## src/aula_pkg.sv

```systemverilog
`default_nettype none

package aula_pkg;

    // Built-in adapter text
    localparam int SEQ_LEN = 33;

    localparam logic [8*SEQ_LEN-1:0] ADPT_TXT [2] = '{
        "AGATCGGAAGAGCGGTTCAGCAGGAATGCCGAG",
        "AGATCGGAAGAGCGTCGTGTAGGGAAAGAGTGT"
    };

    // Base codes
    localparam logic [2:0] BASE_A = 3'd0;
    localparam logic [2:0] BASE_C = 3'd1;
    localparam logic [2:0] BASE_G = 3'd2;
    localparam logic [2:0] BASE_T = 3'd3;
    localparam logic [2:0] BASE_N = 3'd4;

    // Scoring
    localparam int          SCORE_W    = 8;
    localparam logic [7:0]  MATCH_GAIN = 8'd5;
    localparam logic [7:0]  MISS_LOSS  = 8'd10;

    // Register indexes
    localparam logic [1:0] CFG_ADAPTER_SELECT  = 2'd0;
    localparam logic [1:0] CFG_SCORE_CUTOFF    = 2'd1;
    localparam logic [1:0] CFG_MIN_KEEP_LENGTH = 2'd2;
    localparam logic [1:0] CFG_TRIM_ENABLE     = 2'd3;

    // Register reset values
    localparam logic [7:0] RST_SCORE_CUTOFF    = 8'd50;
    localparam logic [7:0] RST_MIN_KEEP_LENGTH = 8'd50;

    // Read actions
    localparam logic [1:0] ACT_KEEP = 2'd0;
    localparam logic [1:0] ACT_TRIM = 2'd1;
    localparam logic [1:0] ACT_DROP = 2'd2;

    typedef struct packed {
        logic [7:0] base_char;
        logic       last_base;
    } t_in;

    typedef struct packed {
        logic       adapter_found;
        logic [7:0] best_score;
        logic [7:0] read_start;
        logic [7:0] read_end;
        logic [5:0] adp_first;
        logic [5:0] adp_last;
        logic [7:0] insert_size;
        logic [7:0] read_len;
        logic [1:0] read_action;
        logic       too_long;
    } t_out;

    typedef enum logic [1:0] {
        ST_IDLE,
        ST_SCAN,
        ST_EMIT
    } t_state;

    // Controller to datapath
    typedef struct packed {
        logic accept;
        logic scan;
        logic emit;
    } t_cmd;

    // Datapath to controller
    typedef struct packed {
        logic full;
        logic scan_done;
        logic out_free;
    } t_sts;

    function automatic logic [2:0] code_of(input logic [7:0] c);
        logic [2:0] code;
        unique case (c)
            8'h41, 8'h61: code = BASE_A;  // A a
            8'h43, 8'h63: code = BASE_C;  // C c
            8'h47, 8'h67: code = BASE_G;  // G g
            8'h54, 8'h74: code = BASE_T;  // T t
            default:      code = BASE_N;
        endcase
        return code;
    endfunction

    // Adapter base code at 0-based column; columns past the text never match
    function automatic logic [2:0] adapter_code(input logic sel, input int col);
        logic [2:0] code;
        if (col >= SEQ_LEN) begin
            code = BASE_N;
        end else begin
            code = code_of(ADPT_TXT[sel][8*(SEQ_LEN-1-col) +: 8]);
        end
        return code;
    endfunction

endpackage

`default_nettype wire

```

## src/aula_ctrl.sv

```systemverilog
`default_nettype none

module aula_ctrl (
    input  wire logic          i_clk,
    input  wire logic          i_rst_n,
    input  wire logic          i_in_valid,
    input  wire logic          i_last_base,
    input  wire aula_pkg::t_sts i_sts,
    output aula_pkg::t_cmd     o_cmd,
    output logic               o_in_ready
);

    aula_pkg::t_state r_state, n_state;
    logic             r_last, n_last;
    logic             w_accept;

    assign w_accept = i_in_valid && (r_state == aula_pkg::ST_IDLE);

    // Next state
    always_comb begin
        n_state = r_state;
        n_last  = r_last;
        unique case (r_state)
            aula_pkg::ST_IDLE: begin
                if (w_accept) begin
                    n_last = i_last_base;
                    if (!i_sts.full) begin
                        n_state = aula_pkg::ST_SCAN;
                    end else if (i_last_base) begin
                        n_state = aula_pkg::ST_EMIT;
                    end
                end
            end
            aula_pkg::ST_SCAN: begin
                if (i_sts.scan_done) begin
                    n_state = r_last ? aula_pkg::ST_EMIT : aula_pkg::ST_IDLE;
                end
            end
            aula_pkg::ST_EMIT: begin
                if (i_sts.out_free) begin
                    n_state = aula_pkg::ST_IDLE;
                end
            end
            default: n_state = aula_pkg::ST_IDLE;
        endcase
    end

    // Outputs
    always_comb begin
        o_cmd      = '0;
        o_in_ready = 1'b0;
        unique case (r_state)
            aula_pkg::ST_IDLE: begin
                o_in_ready   = 1'b1;
                o_cmd.accept = i_in_valid;
            end
            aula_pkg::ST_SCAN: o_cmd.scan = 1'b1;
            aula_pkg::ST_EMIT: o_cmd.emit = i_sts.out_free;
            default: ;
        endcase
    end

    always_ff @(posedge i_clk) begin
        if (!i_rst_n) begin
            r_state <= aula_pkg::ST_IDLE;
            r_last  <= 1'b0;
        end else begin
            r_state <= n_state;
            r_last  <= n_last;
        end
    end

endmodule

`default_nettype wire

```

## src/aula_dp.sv

```systemverilog
`default_nettype none

module aula_dp #(
    parameter int READ_MAX    = 128,
    parameter int ADAPTER_LEN = 33
) (
    input  wire logic           i_clk,
    input  wire logic           i_rst_n,
    input  wire aula_pkg::t_in  i_in_data,
    input  wire aula_pkg::t_cmd i_cmd,
    output aula_pkg::t_sts      o_sts,
    input  wire logic           i_cfg_we,
    input  wire logic [1:0]     i_cfg_idx,
    input  wire logic [7:0]     i_cfg_wdata,
    output logic                o_out_valid,
    input  wire logic           i_out_ready,
    output aula_pkg::t_out      o_out_data
);

    localparam int CW  = $clog2(READ_MAX + 1);
    localparam int CLW = $clog2(ADAPTER_LEN + 1);
    localparam int SW  = ((CW > CLW) ? CW : CLW) + 1;
    localparam int KW  = (SW > 8) ? SW : 8;
    localparam int IW  = (ADAPTER_LEN > 1) ? $clog2(ADAPTER_LEN) : 1;
    localparam int SCW = aula_pkg::SCORE_W;

    // Configuration
    logic           r_sel;
    logic [7:0]     r_cutoff;
    logic [7:0]     r_min_keep;
    logic           r_trim;

    // Diagonal cells
    logic [SCW-1:0] r_score [ADAPTER_LEN];
    logic [CW-1:0]  r_rs    [ADAPTER_LEN];
    logic [SCW-1:0] n_score [ADAPTER_LEN];
    logic [CW-1:0]  n_rs    [ADAPTER_LEN];

    // Read state
    logic [CW-1:0]  r_count;
    logic           r_over;
    logic [SCW-1:0] r_best;
    logic [CW-1:0]  r_row_end;
    logic [CLW-1:0] r_col_end;
    logic [CW-1:0]  r_row_start;
    logic [CLW-1:0] r_col_start;
    logic [IW-1:0]  r_idx;

    // Output register
    logic           r_out_valid;
    aula_pkg::t_out r_out, n_out;

    logic [2:0]     w_base;
    logic [CW-1:0]  w_row;
    logic [SCW-1:0] w_cur_score;
    logic [CW-1:0]  w_cur_rs;
    logic [CLW-1:0] w_cur_col;
    logic [SW-1:0]  w_cur_col_start;

    assign w_base = aula_pkg::code_of(i_in_data.base_char);
    assign w_row  = CW'(r_count + 1'b1);

    // Cell row: every diagonal advances by one on the incoming base
    for (genvar j = 0; j < ADAPTER_LEN; j++) begin : g_cell
        localparam logic [2:0] CODE0 = aula_pkg::adapter_code(1'b0, j);
        localparam logic [2:0] CODE1 = aula_pkg::adapter_code(1'b1, j);
        logic [2:0]     w_acode;
        logic [SCW-1:0] w_prev;
        logic [CW-1:0]  w_prev_rs;
        logic           w_match;

        if (j == 0) begin : g_edge
            assign w_prev    = '0;
            assign w_prev_rs = '0;
        end else begin : g_inner
            assign w_prev    = r_score[j-1];
            assign w_prev_rs = r_rs[j-1];
        end

        assign w_acode = r_sel ? CODE1 : CODE0;
        assign w_match = (w_base != aula_pkg::BASE_N) && (w_base == w_acode);

        always_comb begin
            if (w_match) begin
                n_score[j] = SCW'(w_prev + aula_pkg::MATCH_GAIN);
            end else if (w_prev > aula_pkg::MISS_LOSS) begin
                n_score[j] = SCW'(w_prev - aula_pkg::MISS_LOSS);
            end else begin
                n_score[j] = '0;
            end
            if (n_score[j] == '0) begin
                n_rs[j] = '0;
            end else if (w_prev != '0) begin
                n_rs[j] = w_prev_rs;
            end else begin
                n_rs[j] = w_row;
            end
        end
    end

    // Scan candidate, one column per cycle
    assign w_cur_score     = r_score[r_idx];
    assign w_cur_rs        = r_rs[r_idx];
    assign w_cur_col       = CLW'(r_idx + 1'b1);
    assign w_cur_col_start = SW'(SW'(w_cur_col) + SW'(w_cur_rs) - SW'(r_count));

    // Result fields
    always_comb begin
        logic          found;
        logic [SW-1:0] rs_x;
        logic [SW-1:0] as_x;
        logic [SW-1:0] ins;
        found = (r_best >= r_cutoff);
        rs_x  = SW'(r_row_start);
        as_x  = SW'(r_col_start);
        ins   = (rs_x > as_x) ? SW'(rs_x - as_x) : '0;
        n_out = '0;
        n_out.adapter_found = found;
        n_out.best_score    = 8'(r_best);
        n_out.read_len      = 8'(r_count);
        n_out.too_long      = r_over;
        if (found) begin
            if (r_best != '0) begin
                n_out.read_start  = 8'(r_row_start);
                n_out.read_end    = 8'(r_row_end);
                n_out.adp_first   = 6'(r_col_start);
                n_out.adp_last    = 6'(r_col_end);
                n_out.insert_size = 8'(ins);
                n_out.read_action = (r_trim && (KW'(ins) >= KW'(r_min_keep)))
                                    ? aula_pkg::ACT_TRIM : aula_pkg::ACT_DROP;
            end else begin
                n_out.read_action = (r_trim && (r_min_keep == 8'd0))
                                    ? aula_pkg::ACT_TRIM : aula_pkg::ACT_DROP;
            end
        end else begin
            n_out.read_action = aula_pkg::ACT_KEEP;
        end
    end

    always_ff @(posedge i_clk) begin
        if (!i_rst_n) begin
            r_sel       <= 1'b0;
            r_cutoff    <= aula_pkg::RST_SCORE_CUTOFF;
            r_min_keep  <= aula_pkg::RST_MIN_KEEP_LENGTH;
            r_trim      <= 1'b0;
            r_count     <= '0;
            r_over      <= 1'b0;
            r_best      <= '0;
            r_row_end   <= '0;
            r_col_end   <= '0;
            r_row_start <= '0;
            r_col_start <= '0;
            r_idx       <= '0;
            r_out_valid <= 1'b0;
            for (int k = 0; k < ADAPTER_LEN; k++) begin
                r_score[k] <= '0;
                r_rs[k]    <= '0;
            end
        end else begin
            // Register writes
            if (i_cfg_we) begin
                unique case (i_cfg_idx)
                    aula_pkg::CFG_ADAPTER_SELECT:  r_sel      <= i_cfg_wdata[0];
                    aula_pkg::CFG_SCORE_CUTOFF:    r_cutoff   <= i_cfg_wdata;
                    aula_pkg::CFG_MIN_KEEP_LENGTH: r_min_keep <= i_cfg_wdata;
                    aula_pkg::CFG_TRIM_ENABLE:     r_trim     <= i_cfg_wdata[0];
                    default: ;
                endcase
            end

            // Base transfer: advance the cells or flag overlong
            if (i_cmd.accept) begin
                if (!o_sts.full) begin
                    r_count <= w_row;
                    r_idx   <= '0;
                    for (int k = 0; k < ADAPTER_LEN; k++) begin
                        r_score[k] <= n_score[k];
                        r_rs[k]    <= n_rs[k];
                    end
                end else begin
                    r_over <= 1'b1;
                end
            end

            // Best-cell scan, columns ascending, strict greater wins
            if (i_cmd.scan) begin
                r_idx <= IW'(r_idx + 1'b1);
                if (w_cur_score > r_best) begin
                    r_best      <= w_cur_score;
                    r_row_end   <= r_count;
                    r_col_end   <= w_cur_col;
                    r_row_start <= w_cur_rs;
                    r_col_start <= CLW'(w_cur_col_start);
                end
            end

            // Load result and clear the read; otherwise drop valid on transfer out
            if (i_cmd.emit) begin
                r_out       <= n_out;
                r_out_valid <= 1'b1;
                r_count     <= '0;
                r_over      <= 1'b0;
                r_best      <= '0;
                r_row_end   <= '0;
                r_col_end   <= '0;
                r_row_start <= '0;
                r_col_start <= '0;
                for (int k = 0; k < ADAPTER_LEN; k++) begin
                    r_score[k] <= '0;
                    r_rs[k]    <= '0;
                end
            end else if (r_out_valid && i_out_ready) begin
                r_out_valid <= 1'b0;
            end
        end
    end

    assign o_sts.full      = (r_count == CW'(READ_MAX));
    assign o_sts.scan_done = (r_idx == IW'(ADAPTER_LEN - 1));
    assign o_sts.out_free  = !r_out_valid || i_out_ready;
    assign o_out_valid     = r_out_valid;
    assign o_out_data      = r_out;

endmodule

`default_nettype wire

```

## src/adapter_ungapped_local_align_top.sv

```systemverilog
// Channel   Direction  Handshake              Payload
// in        input      i_in_valid/o_in_ready   i_in_data  (aula_pkg::t_in)
// out       output     o_out_valid/i_out_ready o_out_data (aula_pkg::t_out)
// cfg       input      i_cfg_we                i_cfg_idx, i_cfg_wdata
//
// A scored base first advances all diagonal cells, then scans the adapter
// columns in ascending order in the best-cell scan.
// The last base of a read then loads the result register; that load
// waits while a previous result is still held on the output.
// A base past READ_MAX is not scored but sets the overlong flag. Synchronous reset clears all state but o_out_data.
`default_nettype none

module adapter_ungapped_local_align_top #(
    parameter int READ_MAX    = 128,
    parameter int ADAPTER_LEN = 33
) (
    input  wire logic           i_clk,
    input  wire logic           i_rst_n,
    input  wire logic           i_in_valid,
    output logic                o_in_ready,
    input  wire aula_pkg::t_in  i_in_data,
    output logic                o_out_valid,
    input  wire logic           i_out_ready,
    output aula_pkg::t_out      o_out_data,
    input  wire logic           i_cfg_we,
    input  wire logic [1:0]     i_cfg_idx,
    input  wire logic [7:0]     i_cfg_wdata
);

    aula_pkg::t_cmd w_cmd;
    aula_pkg::t_sts w_sts;

    aula_ctrl u_ctrl (
        .i_clk       (i_clk),
        .i_rst_n     (i_rst_n),
        .i_in_valid  (i_in_valid),
        .i_last_base (i_in_data.last_base),
        .i_sts       (w_sts),
        .o_cmd       (w_cmd),
        .o_in_ready  (o_in_ready)
    );

    aula_dp #(
        .READ_MAX    (READ_MAX),
        .ADAPTER_LEN (ADAPTER_LEN)
    ) u_dp (
        .i_clk       (i_clk),
        .i_rst_n     (i_rst_n),
        .i_in_data   (i_in_data),
        .i_cmd       (w_cmd),
        .o_sts       (w_sts),
        .i_cfg_we    (i_cfg_we),
        .i_cfg_idx   (i_cfg_idx),
        .i_cfg_wdata (i_cfg_wdata),
        .o_out_valid (o_out_valid),
        .i_out_ready (i_out_ready),
        .o_out_data  (o_out_data)
    );

endmodule

`default_nettype wire

```

## config.mk

```make
export PLATFORM = sky130hd
export DESIGN_NAME = adapter_ungapped_local_align_top
export DESIGN_NICKNAME = d
export VERILOG_FILES = /design/src/aula_pkg.sv /design/src/aula_ctrl.sv /design/src/aula_dp.sv /design/src/adapter_ungapped_local_align_top.sv
export SDC_FILE = /design/constraint.sdc
export NUM_CORES = 2
export LEC_CHECK = 0
export ABC_AREA = 1
export BUFFER_PORTS_ARGS = -buffer_cell sky130_fd_sc_hd__buf_2
export CORE_MARGIN = 1.5
export CORE_UTILIZATION = 40
export DETAILED_ROUTE_END_ITERATION = 8
export HOLD_SLACK_MARGIN = 0.02
export SLEW_MARGIN = 20
export SYNTH_ARGS = -nofsm -noshare
export SYNTH_HDL_FRONTEND = slang
export SYNTH_SLANG_ARGS = --single-unit
```

## constraint.sdc

```tcl
create_clock -name i_clk -period 19.7 [get_ports i_clk]
set_clock_uncertainty 0.05 [all_clocks]
set_input_delay 2.955 -clock i_clk [delete_from_list [all_inputs] [get_ports i_clk]]
set_output_delay 2.955 -clock i_clk [all_outputs]
set_load 0.01 [all_outputs]
```

==> results.cfg <==
[run_status]
outcome = complete, no violations

[routing]
detail-route-antenna-nets = 0
viasPerCell = 5.36
vias = 39119
first_pass_iters = 6
wl_per_cell_um = 18.2
wirelength_um = 133000
drc = 0
drt_iter0_drc = 3752

[cells_and_area]
fin_area_um2 = 48400
multi_input_area_um2 = 21900
layout.nets = 5982
seq_area_um2 = 18700
top_register = u_dp.r_rs
drive_above_1_share = 0.0628
largest_reg_flops = 264
area_growth_pct = 9.55
nFillCells = 11042

[floorplan]
ios = 82
rows = 121
die_width_um = 335
core_um2 = 109000
die_h_um = 335
dieArea_um2 = 112000
start_util = 0.405

[power]
ir_worst_vdd_uv = 79.2
power_frac_comb = 0.313
power_density_nw_per_um2 = 98.9
p_leak_uw = 0.0202
switchingPower_uw = 1760
p_int_uw = 3020
pwr-share-clk = 0.295
sw_frac_of_total = 0.369
p_seq_frac = 0.393

[yosys]
synthTopCellsByArea = edfxtp_1, nand2_1, nor2_1, o21ai_0, inv_1
synth_area_leader_cell = edfxtp_1
seq_area_frac_synth = 0.423
synthMostInstantiatedCell = nand2_1
syn_inst = 5790
synth.avg_cell_area_um2 = 7.63
synthFlopType = edfxtp_1
synth_edf_count = 570
synth_top_area_frac = 0.388
ys_types = 55
yosysWarnings = 0
syn_nets = 6015
ys_seq_elements = 649
synth.top_cells.by_count = nand2_1, nor2_1, inv_1
async_flop_share = 0
syn-cell-area_um2 = 44200

[placed_design]
gp_congestion = 0.923
hpwl_um = 91900
port_buffers = 80
placedInstanceArea_um2 = 45900

[run]
drv_cap = 0

[critical_path]
cp.arrival_ns = 6.77
startpoint_type = primary input
critPathRequiredTime_ns = 19.90
r2r_slack_ns = 13.21
cp-end-kind = flop
cp_max_fo = 196
path_class = primary input to flop

[timing]
post-route-period-util = 0.334
slew_headroom = 0.212
worst_slew_pin_slew_ns = 1.17
setup_violations = 0
slew_viol_final = 0
rsz0062_at_grt = false
fin_tns_setup_ns = 0
max_freq_mhz = 152
hold_viol = 0
fin_crit_ns = 6.58

[clock_tree]
root_buffer = clkbuf_16
cts.sinks = 649
post_cts_buffers = 0
cts_buffer_depth = 3
cts_resized = 0
clk_pin_slew_ns = 0.06
cts_buffers = 79
cts_tree = yes
htreeDepth = 3
cts_hold_buf = 0
insertion_delay_ns = 0.65

[global_route]
grt_pass1_vias = 35972
grt_max_degree = 197
antenna_found_initial = 1
grt_util_all_layers = 0.232
grt_pass1_wl_um = 206000
grt_remaining_overflow = 0

[min_path]
hold_path.class = flop to flop
[per-stage QoR]
stage / power, uW / hold WS [ns] / instances / util / setup WS, ns
3_5_place_dp: 3380 / 0.371 / 7152 / 0.421 / 12.44
2_1_floorplan: 3030 / 0.359 / 5790 / - / 4.05
5_1_grt: 5100 / 0.396 / 7291 / 0.443 / 12.76
4_1_cts: 4800 / 0.385 / 7291 / 0.443 / 13.11
6_report: 4780 / 0.383 / 7293 / 0.443 / 13.12
3_3_place_gp: 3360 / 0.367 / 7152 / 0.421 / 12.45
[metal layers]
layer	global-route usage	vias up	share of wire
met2	0.377	1260	0.46
met3	0.0305	221	0.062
li1	-	19214	-
met4	0.0686	2	0.030
met1	0.320	18422	0.45
met5	0	-	0.000098
[power groups by stage]
stage / logic [uW] / registers [uW] / clock network [uW]
finish: 1500 / 1880 / 1410
detailed placement: 1480 / 1900 / 0
floorplan: 1140 / 1900 / 0
global placement: 1460 / 1900 / 0
CTS: 1490 / 1870 / 1440
global route: 1710 / 1900 / 1490
[logic make-up after synthesis]
kind of cell | share of synthesized area
AOI/OAI and AO/OA | 0.142
xor gates and xnor gates | 0.0391
adders and majority gates | 0.0580
buffers and inverters | 0.0829
DFF | 0.423
muxes | 0.0160
and+or+nand+nor | 0.239
[final timing paths]
| kind | to | depth (start not counted) | startpoint |
|---|---|---|---|
| max | u_dp.r_score[26][5] | 7 | i_rst_n |
| min | u_dp.o_out_data[0] | 0 | u_dp.r_over |
| max reg2reg | u_dp.r_row_start[1] | 22 | flop |
| min reg2reg | u_dp.o_out_data[0] | 0 | u_dp.r_over |
[critical path: stages]
cell	delay (ns)
buf_2	0.24
inv_1	0.50
nor2_2	0.07
buf_4	0.26
nand2_4	0.70
buf_12	0.82
buf_4	0.94
[cell type report]
cell class	instances	area share
repair buffers	132	0.0171
multi-input cells	4183	0.452
diodes	2	0.000103
well taps	1476	0.0382
clock inverters	32	0.00504
flip-flops and latches	649	0.387
clock buffers	107	0.0451
inverters	712	0.0555
[placed cells by master (no fill, tap or decap), types with 6 or more instances in the layout]
cell type,n
a21oi_1,321
nand4_1,96
clkbuf_1,19
inv_2,9
nand2_2,13
nand2_1,1102
nor2_2,7
o22ai_1,42
o211ai_1,57
o21ai_0,625
clkbuf_8,8
nand3_1,309
o21a_1,6
ha_1,195
or2_2,38
a21o_1,9
clkinv_1,15
inv_1,697
a22oi_1,6
xnor2_1,14
buf_2,80
buf_4,49
clkbuf_16,80
mux2i_1,40
xor2_1,183
clkinv_2,14
a211oi_1,13
nor3_1,59
a21boi_0,7
o31ai_1,7
mux2_2,27
fa_1,6
dfxtp_1,76
a31oi_1,14
o21ai_1,46
nand2_4,6
edfxtp_1,570
nor2_1,886
Power figures use the tool's default switching activity.
